**config.mk**
```make
export PLATFORM = sky130hd
export DESIGN_NAME = rate_rescaling_watchdog
export DESIGN_NICKNAME = d
export VERILOG_FILES = /design/src/rtl/core/rrw_pkg.sv /design/src/rtl/core/rrw_div.sv /design/src/rtl/core/rate_rescaling_watchdog.sv
export SDC_FILE = /design/constraint.sdc
export NUM_CORES = 2
export LEC_CHECK = 0
export BUFFER_PORTS_ARGS = -buffer_cell sky130_fd_sc_hd__buf_4
export CAP_MARGIN = 15
export CORE_AREA = 2 2 261 263
export CTS_BUF_LIST = sky130_fd_sc_hd__clkbuf_8
export CTS_CLUSTER_SIZE = 24
export DETAILED_ROUTE_END_ITERATION = 6
export DIE_AREA = 0 0 263 265
export PLACE_DENSITY = 0.8
export SETUP_SLACK_MARGIN = 0.4
export SLEW_MARGIN = 10
export SYNTH_ARGS = -nofsm -noshare
export SYNTH_HDL_FRONTEND = slang
export SYNTH_SLANG_ARGS = --single-unit
```
**constraint.sdc**
```tcl
create_clock -name clk -period 6.9 [get_ports clk]
set_input_delay 0.345 -clock clk [delete_from_list [all_inputs] [get_ports clk]]
set_output_delay 0.345 -clock clk [all_outputs]
set_load 0.05 [all_outputs]
```
**src/rtl/core/rrw_pkg.sv**
```systemverilog
// Package for the rate rescaling watchdog: data width, request codes,
// sequencer states and the divider status struct. No dependencies.
`timescale 1ns / 1ps
`default_nettype none
package rrw_pkg;

	localparam int W = 32;
	localparam int CNT_W = $clog2(W);

	typedef enum logic [1:0] {
		REQ_TICK    = 2'd0,
		REQ_KICK    = 2'd1,
		REQ_SET_TMO = 2'd2,
		REQ_INIT    = 2'd3
	} req_type_t;

	typedef enum logic [2:0] {
		ST_IDLE,
		ST_EVAL,
		ST_DIV1,
		ST_MULQ,
		ST_MULR,
		ST_DIV2S,
		ST_DIV2,
		ST_WRITE
	} state_t;

	typedef struct packed {
		logic busy;
		logic done;
	} div_sts_t;

endpackage
`default_nettype wire

```
**src/rtl/core/rrw_div.sv**
```systemverilog
// Iterative restoring divider, one quotient bit per cycle.
// Depends on rrw_pkg.
`timescale 1ns / 1ps
`default_nettype none
module rrw_div (
	input  wire logic                 clk,
	input  wire logic                 arst_n,
	input  wire logic                 start,
	input  wire logic [rrw_pkg::W-1:0] dividend,
	input  wire logic [rrw_pkg::W-1:0] divisor,
	output rrw_pkg::div_sts_t         sts,
	output logic [rrw_pkg::W-1:0]     quotient,
	output logic [rrw_pkg::W-1:0]     remainder
);

	logic [rrw_pkg::W-1:0]     rem_q;
	logic [rrw_pkg::W-1:0]     quo_q;
	logic [rrw_pkg::W-1:0]     dsr_q;
	logic [rrw_pkg::CNT_W-1:0] cnt_q;
	logic                      busy_q;
	logic                      done_q;
	logic [rrw_pkg::W:0]       rem_sh;
	logic                      fits;

	// remainder stays below divisor, so the shifted value needs one extra bit
	assign rem_sh = {rem_q, quo_q[rrw_pkg::W-1]};
	assign fits   = (rem_sh >= {1'b0, dsr_q});

	always_ff @(posedge clk or negedge arst_n) begin
		if (!arst_n) begin
			busy_q <= 1'b0;
			done_q <= 1'b0;
			cnt_q  <= '0;
		end else begin
			done_q <= 1'b0;
			if (start) begin
				busy_q <= 1'b1;
				cnt_q  <= '0;
			end else if (busy_q) begin
				cnt_q <= cnt_q + 1'b1;
				if (cnt_q == rrw_pkg::CNT_W'(rrw_pkg::W - 1)) begin
					busy_q <= 1'b0;
					done_q <= 1'b1;
				end
			end
		end
	end

	always_ff @(posedge clk) begin
		if (start) begin
			rem_q <= '0;
			quo_q <= dividend;
			dsr_q <= divisor;
		end else if (busy_q) begin
			if (fits) begin
				rem_q <= rrw_pkg::W'(rem_sh - {1'b0, dsr_q});
			end else begin
				rem_q <= rem_sh[rrw_pkg::W-1:0];
			end
			quo_q <= {quo_q[rrw_pkg::W-2:0], fits};
		end
	end

	assign sts.busy  = busy_q;
	assign sts.done  = done_q;
	assign quotient  = quo_q;
	assign remainder = rem_q;

endmodule
`default_nettype wire

```
**src/rtl/core/rate_rescaling_watchdog.sv**
```systemverilog
// Rate rescaling watchdog top level: request sequencer, state, multiplier
// and output register. Depends on rrw_pkg and rrw_div.
// Sequence: kick, set-timeout, init and non-rescaling ticks pass from the
// accepted item through EVAL and WRITE; a tick that rescales also passes
// through DIV1, MULQ, MULR, DIV2S and DIV2, making two passes through the divider.
// One item at a time, and WRITE waits while the output register is held; req_stall is high from
// acceptance until the result is loaded into the output register. Reset clears all watchdog state.
`timescale 1ns / 1ps
`default_nettype none
module rate_rescaling_watchdog (
	input  wire logic                  clk,
	input  wire logic                  arst_n,
	// request channel
	input  wire logic                  req_valid,
	output logic                       req_stall,
	input  wire logic [1:0]            req_type,
	input  wire logic [rrw_pkg::W-1:0] now_ticks,
	input  wire logic [rrw_pkg::W-1:0] tick_rate,
	input  wire logic [rrw_pkg::W-1:0] new_timeout,
	// response channel
	output logic                       rsp_valid,
	input  wire logic                  rsp_stall,
	output logic                       tripped,
	output logic [rrw_pkg::W-1:0]      elapsed_ticks,
	output logic [rrw_pkg::W-1:0]      timeout_now,
	output logic                       is_armed
);

	localparam int W = rrw_pkg::W;

	rrw_pkg::state_t    state_q, state_d;

	// latched request
	rrw_pkg::req_type_t req_q;
	logic [W-1:0]       now_q;
	logic [W-1:0]       rate_q;
	logic [W-1:0]       nto_q;

	// watchdog state
	logic [W-1:0]       timeout_q;
	logic [W-1:0]       last_kick_q;
	logic               armed_q;
	logic [W-1:0]       ref_rate_q;

	// rescale datapath
	logic               rescale_q;
	logic [W-1:0]       whole_q;
	logic [W-1:0]       mul_q;
	logic [W-1:0]       mul_a;
	logic [W-1:0]       mul_full;
	logic [W-1:0]       res_sum;

	// divider hookup
	logic               div_start;
	logic [W-1:0]       div_dividend;
	rrw_pkg::div_sts_t  div_sts;
	logic [W-1:0]       div_quo;
	logic [W-1:0]       div_rem;

	// commit values
	logic               commit;
	logic               accept;
	logic               active_tick;
	logic               need_rescale;
	logic [W-1:0]       nxt_to;
	logic [W-1:0]       nxt_last;
	logic               nxt_armed;
	logic [W-1:0]       nxt_ref;
	logic [W-1:0]       nxt_elapsed;
	logic               nxt_trip;

	// response register
	logic               rsp_valid_q;
	logic               trip_q;
	logic [W-1:0]       elapsed_q;
	logic [W-1:0]       tmo_out_q;
	logic               armed_out_q;

	rrw_div u_div (
		.clk       (clk),
		.arst_n    (arst_n),
		.start     (div_start),
		.dividend  (div_dividend),
		.divisor   (ref_rate_q),
		.sts       (div_sts),
		.quotient  (div_quo),
		.remainder (div_rem)
	);

	assign accept = req_valid && !req_stall;

	// a tick on an armed watchdog with a live timeout
	assign active_tick  = (req_q == rrw_pkg::REQ_TICK) && armed_q && (timeout_q != '0);
	assign need_rescale = active_tick && (rate_q != '0) && (ref_rate_q != '0)
		&& (rate_q != ref_rate_q);

	// shared multiplier: first quotient * rate, then remainder * rate; wraps at W bits
	assign mul_a    = (state_q == rrw_pkg::ST_MULQ) ? div_quo : div_rem;
	assign mul_full = mul_a * rate_q;
	assign res_sum  = whole_q + div_quo;

	always_ff @(posedge clk) begin
		mul_q <= mul_full;
		if (state_q == rrw_pkg::ST_MULR) begin
			whole_q <= mul_q;
		end
		if (accept) begin
			req_q  <= rrw_pkg::req_type_t'(req_type);
			now_q  <= now_ticks;
			rate_q <= tick_rate;
			nto_q  <= new_timeout;
		end
	end

	// rescaled timeout lands in rescale path; zero becomes one
	logic [W-1:0] res_to_q;
	always_ff @(posedge clk) begin
		if (state_q == rrw_pkg::ST_DIV2 && div_sts.done) begin
			res_to_q <= (res_sum == '0) ? W'(1) : res_sum;
		end
	end

	// next watchdog state from the latched request
	always_comb begin
		nxt_to    = timeout_q;
		nxt_last  = last_kick_q;
		nxt_armed = armed_q;
		nxt_ref   = ref_rate_q;
		unique case (req_q)
			rrw_pkg::REQ_INIT: begin
				nxt_to    = nto_q;
				nxt_last  = now_q;
				nxt_armed = (nto_q != '0);
				nxt_ref   = rate_q;
			end
			rrw_pkg::REQ_SET_TMO: begin
				nxt_to = nto_q;
				if (nto_q == '0) begin
					nxt_armed = 1'b0;
				end else begin
					nxt_armed = 1'b1;
					nxt_last  = now_q;
				end
			end
			rrw_pkg::REQ_KICK: begin
				nxt_last = now_q;
			end
			rrw_pkg::REQ_TICK: begin
				if (rescale_q) begin
					nxt_to  = res_to_q;
					nxt_ref = rate_q;
				end
			end
			default: ;
		endcase
		nxt_elapsed = now_q - nxt_last;
		nxt_trip    = active_tick && (nxt_elapsed >= nxt_to);
	end

	// sequencer
	always_ff @(posedge clk or negedge arst_n) begin
		if (!arst_n) begin
			state_q <= rrw_pkg::ST_IDLE;
		end else begin
			state_q <= state_d;
		end
	end

	always_comb begin
		state_d      = state_q;
		req_stall    = 1'b1;
		div_start    = 1'b0;
		div_dividend = timeout_q;
		commit       = 1'b0;
		unique case (state_q)
			rrw_pkg::ST_IDLE: begin
				req_stall = 1'b0;
				if (req_valid) begin
					state_d = rrw_pkg::ST_EVAL;
				end
			end
			rrw_pkg::ST_EVAL: begin
				if (need_rescale) begin
					div_start = 1'b1;
					state_d   = rrw_pkg::ST_DIV1;
				end else begin
					state_d = rrw_pkg::ST_WRITE;
				end
			end
			rrw_pkg::ST_DIV1: begin
				if (div_sts.done) begin
					state_d = rrw_pkg::ST_MULQ;
				end
			end
			rrw_pkg::ST_MULQ: begin
				state_d = rrw_pkg::ST_MULR;
			end
			rrw_pkg::ST_MULR: begin
				state_d = rrw_pkg::ST_DIV2S;
			end
			rrw_pkg::ST_DIV2S: begin
				div_start    = 1'b1;
				div_dividend = mul_q;
				state_d      = rrw_pkg::ST_DIV2;
			end
			rrw_pkg::ST_DIV2: begin
				if (div_sts.done) begin
					state_d = rrw_pkg::ST_WRITE;
				end
			end
			rrw_pkg::ST_WRITE: begin
				// wait only while an older item still sits in the output register
				if (!rsp_valid_q || !rsp_stall) begin
					commit  = 1'b1;
					state_d = rrw_pkg::ST_IDLE;
				end
			end
			default: state_d = rrw_pkg::ST_IDLE;
		endcase
	end

	always_ff @(posedge clk or negedge arst_n) begin
		if (!arst_n) begin
			rescale_q <= 1'b0;
		end else if (state_q == rrw_pkg::ST_EVAL) begin
			rescale_q <= need_rescale;
		end
	end

	// watchdog state, cleared by reset
	always_ff @(posedge clk or negedge arst_n) begin
		if (!arst_n) begin
			timeout_q   <= '0;
			last_kick_q <= '0;
			armed_q     <= 1'b0;
			ref_rate_q  <= '0;
		end else if (commit) begin
			timeout_q   <= nxt_to;
			last_kick_q <= nxt_last;
			armed_q     <= nxt_armed;
			ref_rate_q  <= nxt_ref;
		end
	end

	// output register
	always_ff @(posedge clk or negedge arst_n) begin
		if (!arst_n) begin
			rsp_valid_q <= 1'b0;
		end else if (commit) begin
			rsp_valid_q <= 1'b1;
		end else if (!rsp_stall) begin
			rsp_valid_q <= 1'b0;
		end
	end

	always_ff @(posedge clk) begin
		if (commit) begin
			trip_q      <= nxt_trip;
			elapsed_q   <= nxt_elapsed;
			tmo_out_q   <= nxt_to;
			armed_out_q <= nxt_armed;
		end
	end

	assign rsp_valid     = rsp_valid_q;
	assign tripped       = trip_q;
	assign elapsed_ticks = elapsed_q;
	assign timeout_now   = tmo_out_q;
	assign is_armed      = armed_out_q;

endmodule
`default_nettype wire

```
Word level (Yosys, flattened, before mapping)
Index checks and enable logic that the tools add are counted.
Cells by class
  $add $sub $neg: 4
  $mul: 1
  reductions and logical operators: 25
  multiplexer cells: 34
  magnitude comparators: 2
  equality and inequality tests: 18
Operators by type and width (number)
  32-bit 2-to-1 mux: 8
  32-bit one-hot mux with 2 select lines: 3
  32-bit nonzero test: 4
  32-bit logical NOT: 2
  32-bit subtractor: 2
  33-bit by 32-bit >= comparator with 1-bit output: 1
  32-bit adder: 1
  32-bit >= comparator: 1
  32-bit by 32-bit multiplier with 32-bit output: 1
  32-bit != test: 1
  3-bit one-hot mux with 8 select lines: 1
  3-bit 2-to-1 mux: 5
  1-bit 2-to-1 mux: 13
  3-bit == test, second input constant: 4
  5-bit 2-to-1 mux: 2
  1-bit logical AND: 8
  3-bit by 2-bit == test with 1-bit output, second input constant: 2
  2-bit by 1-bit != test with 1-bit output, second input constant: 3
  2-bit != test, second input constant: 3
  5-bit by 1-bit adder with 5-bit output, second input constant: 1
  5-bit == test, second input constant: 1
  2-bit == test, second input constant: 2
  1-bit one-hot mux with 2 select lines: 2
  4-bit AND reduction: 1
  9 further kinds: 12
Storage, ports and cells
  word-level logic and storage cells: 108
  register bits: 465
  output and inout port bits: 68

Logic depth before layout (Yosys ltp)
  word-level depth: 9
  mapped depth: 32
  depth with buffers taken out: 28

Cells and area by module
A second synthesis with hierarchy kept.
Unflattened totals
  cell total of the unflattened synthesis: 3779
  area, all modules: 39275.2 µm²
By module, submodules not included
  rate_rescaling_watchdog: sequential area each 10039.6 µm², instances 1, area each 33332.0 µm², cells each 3184
  rrw_div: sequential area each 2737.6 µm², instances 1, area each 5943.2 µm², cells each 595

Least setup slack after synthesis
No wires, ideal clock.
  kind: flip-flop to flip-flop
  start point: register state_q[1]
  end point: register mul_q[31]
  required time: 6.779 ns
  period minus slack after synthesis: 7.565 ns
  data arrival time: 7.444 ns
  slack: -0.665 ns
  cell stages (with the launch flop): 29
  cells stage by stage: dfrtp_1 buf_4 nand3b_4 buf_4 mux2_2 clkbuf_1 and2_1 fa_1 fa_1 fa_1 inv_1 fa_1 inv_1 fa_1 inv_1 fa_1 inv_1 fa_1 fa_1 ha_1 nand4_1 nor2_1 inv_1 o31a_1 a2111oi_0 a31oi_1 o21ai_1 a31o_2 xnor2_1
Between the ends
  word-level cells in the longest chain between the ends: 3
Ends and longest elaborated chain
  start, declared: line rate_rescaling_watchdog.sv:31  | rrw_pkg::state_t state_q, state_d;
  start signal, assigned: line rate_rescaling_watchdog.sv:163  | state_q <= rrw_pkg::ST_IDLE;
  start signal, assigned: line rate_rescaling_watchdog.sv:165  | state_q <= state_d;
  3-bit by 2-bit == test with 1-bit output: line rate_rescaling_watchdog.sv:98  | assign mul_a = (state_q == rrw_pkg::ST_MULQ) ? div_quo : div_rem;
  32-bit 2-to-1 mux: line rate_rescaling_watchdog.sv:98
  32-bit by 32-bit multiplier with 32-bit output: line rate_rescaling_watchdog.sv:99  | assign mul_full = mul_a * rate_q;
  net mul_full[31]: line rate_rescaling_watchdog.sv:50  | logic [W-1:0] mul_full;
  end signal, assigned: line rate_rescaling_watchdog.sv:103  | mul_q <= mul_full;
  end, declared: line rate_rescaling_watchdog.sv:48  | logic [W-1:0] mul_q;
The timed path passes the listed nets, and every way through them passes these cells.
A chain may end at the register's enable or synchronous reset.

Worst setup path after layout
  start point: register state_q[2]
  end point: register mul_q[31]
Same word-level chain as after synthesis.

==> results by group <==
Place
  – Placed cell area: 43000 um2
  – DP HPWL: 84700 um
  – Dpl ws: -933 ps
  – # port buffers: 169
  – Inst Count DP: 4953
  – RePlAce Congestion: 0.949

Finish
  – Layout Cells excl Fill: 5239
  – Area Overhead vs Synth: 19.0%
  – Fin area: 46700 um2
  – Most frequent cells in the layout: inv_1, buf_4, nand2_1, fa_1, edfxtp_1
  – Final nets: 5060
  – Share of layout cells above drive strength 1: 17.8%
  – Commonest non-fill, non-tap cell in the layout: inv_1

Synthesis
  – Mapped cell area: 39200 um2
  – Ys flop type: edfxtp_1
  – Yosys reg bits: 465
  – Syn Nets: 4598
  – Unique masters post-synth: 82
  – Yosys warning total: 0
  – Number of synthesized flops with an enable pin: 292
  – Seq/Total Area, Yosys: 32.6%
  – Post-Synthesis Cells: 3834
  – Asr flop ratio synth: 23.4%
  – Synthesized area per cell: 10.2 um2

CTS
  – Sink Count: 465
  – TritonCTS Buffers: 82
  – Clock-pin slew of the registers on the worst-case setup and hold paths: 70 ps
  – CTS H-Tree Depth: 3
  – Root Buffer: clkbuf_8
  – Skew-Pair Late Insertion Delay: 730 ps
  – CTS tree: done
  – CTS max path bufs: 3

Outcome
  – Failing checks: negative setup slack
  – Status: finished with violations

Die
  – Initial core utilization: 58.7%
  – Rows: 95
  – # IOs: 170
  – DIE WIDTH: 263 um
  – Core area: 66800 um2
  – Chip height: 265 um
  – Die area: 69700 um2

Global routing
  – Global-route wire length before repair: 178000 um
  – Pin count of the biggest net entering global routing: 83
  – Initial antenna violation count: 2
  – Total grt overflow: 0
  – Vias in the first global route: 31980
  – GRT Util Overall: 32.8%

Timing
  – RSZ-0062 raised after global routing: yes
  – # setup viols final: 17
  – TNS Setup: -8080 ps
  – Post-layout minimum cycle time: 7680 ps
  – Fmax: 130 MHz
  – Worst slew pin tran: 1290 ps
  – Final worst path period share: 111%
  – Final setup margin: -782 ps
  – Final Hold Vio Count: 0
  – Slew Limit Fails: 0
  – Fin Clk Skew: 66.8 ps
  – Rel. slew slack: 13.3%

Setup path
  – Peak fanout along the critical path: 6
  – CP top delay family: adder cells
  – CP Class: reg -> reg
  – R2r worst-path depth: 27
  – Critical path startpoint category: flop
  – Critical Path End Type: flop
  – WP data arrival: 8250 ps
  – Max stage delay on crit path: 610 ps
  – Cell count along the critical path: 27
  – Worst-path cell with the longest stage delay: fa_1
  – Critical Path RT: 7470 ps
  – Crit-path most repeated cell: fa_1
  – Crit path buf inv count: 6

Detailed routing
  – WL final: 113000 um
  – Vias: 30820
  – Drt drc: 0
  – Drt wl/cell: 21.6 um
  – Post-DR vias/cell: 5.88
  – Drt first pass iters: 6
  – Iter 0 DRT Violations: 2964
  – Antenna viol nets, final: 0

Job
  – Max cap viols: 0

Min path
  – Worst hold path type: in -> reg
  – WHS Path Cells: 6
registers in the layout (all words and copies together), names as in the netlist, 5 cells and up:
register / flops
elapsed_ticks: 32
last_kick_q: 32
mul_q: 32
now_q: 32
nto_q: 32
rate_q: 32
ref_rate_q: 32
res_to_q: 32
timeout_now: 32
timeout_q: 32
u_div.dsr_q: 32
u_div.quotient: 32
u_div.remainder: 32
whole_q: 32
u_div.cnt_q: 5
layout make-up:
cell class              instances  area, um2
repair buffers                559       4620
multi-input cells            2694      24600
fillers                      4737      20100
clock inverters                58        452
flip-flops and latches        465      12800
diodes                          2       5.00
clock buffers                  94       1290
well taps                     873       1090
inverters                     494       1860
path summary, 6_finish.rpt:
kind	from	to	slack [ps]
min in group asynchronous	arst_n	ref_rate_q[14]$_DFFE_PN0P_	310
worst min register to register	mul_q[13]$_DFF_P_	whole_q[13]$_DFFE_PP_	400
worst max register to register	state_q[2]$_DFFE_PN0P_	mul_q[31]$_DFF_P_	-780
max in group asynchronous	arst_n	timeout_q[12]$_DFFE_PN0P_	5180
worst min-delay path	req_valid	state_q[0]$_DFFE_PN0P_	260
worst max-delay path	state_q[2]$_DFFE_PN0P_	mul_q[31]$_DFF_P_	-780
worst register-to-register path: stages (launching register included):
cell and delay (ps):
dfrtp_1 390, nand3b_4 280, mux2_4 370, and2_4 170
fa_1 530, inv_1 50, fa_1 490, fa_1 460
fa_1 550, inv_1 50, fa_1 470, inv_1 50
fa_1 480, inv_1 50, fa_1 460, fa_1 610
ha_4 220, a21o_1 170, a21oi_2 210, nor2b_4 80
or4_4 440, inv_4 90, a2111oi_4 70, buf_4 180
a31oi_4 230, o21ai_2 80, a31o_2 220, xnor2_2 140
cells by family (layout without fill, tap and decap cells):
kind of cell / Yosys count / after routing / synth area share [%]
buf+inv: 676 / 1205 / 6.57
xor+xnor: 197 / 197 / 4.40
flops: 465 / 465 / 32.6
mux: 172 / 172 / 4.60
compound gates: 570 / 570 / 9.11
other cells: 0 / 2 / 0
fa+ha+maj: 662 / 662 / 29.0
simple gates: 1092 / 1093 / 13.7
cells in the mapped netlist (5+ instances only):
master     count  area (um2)
inv_1        494        1850
nand2_1      413        1550
fa_1         411        8230
and2_1       293        1830
edfxtp_1     292        8770
ha_1         251        3140
a21oi_1      172         861
o21ai_0      166         831
nor2_1       161         604
clkbuf_1     150         563
xnor2_1      146        1280
dfrtp_1      109        2730
mux2i_1      105        1050
mux2_2        67         754
dfxtp_1       64        1280
a21o_1        61         458
xor2_1        51         447
nor4_1        40         250
nand4_1       37         231
nand3_1       29         145
nor3_1        26         130
a211oi_1      23         173
o21a_1        23         173
o21bai_1      23         173
nor2b_1       21         131
and3_1        20         125
nand2b_1      19         119
buf_1         15        56.3
a31oi_1       14        87.6
buf_2         12        60.1
o31ai_1        7        52.6
or3_1          7        43.8
a2111oi_0      6        52.6
o211ai_1       6        45.0
o31a_1         6        52.6
a211o_1        5        43.8
a311oi_1       5        43.8
and4_1         5        43.8
metal layers:
layer,wire length (um),part of all wire (%),track usage (%),up-vias
li1,-,-,-,13640
met1,43300,38,41.7,15310
met2,54000,48,53.7,1443
met3,8970,7.9,5.82,427
met4,6910,6.1,17.9,0
met5,0,0,0,-
stage by stage:
stage / hold slack (ps) / util [%]
finish: 265 / 69.9
CTS: 238 / 68.9
floorplan: 49.4 / -
global placement: 410 / 64.3
detailed placement: 424 / 64.3
global route: 287 / 69.9
what timing repair did:
action                     CTS  global route
gates resized for setup     50           109
cloned                       1             0
pin swaps                   14            86
setup buffers                9            21
hold buffers               100             0
hold endpoints to repair   145             0
setup endpoints to repair   23            22
Power is left out: the tool's default activity adds up to more than one toggle a clock period on the data nets, which glitch-free logic cannot reach.
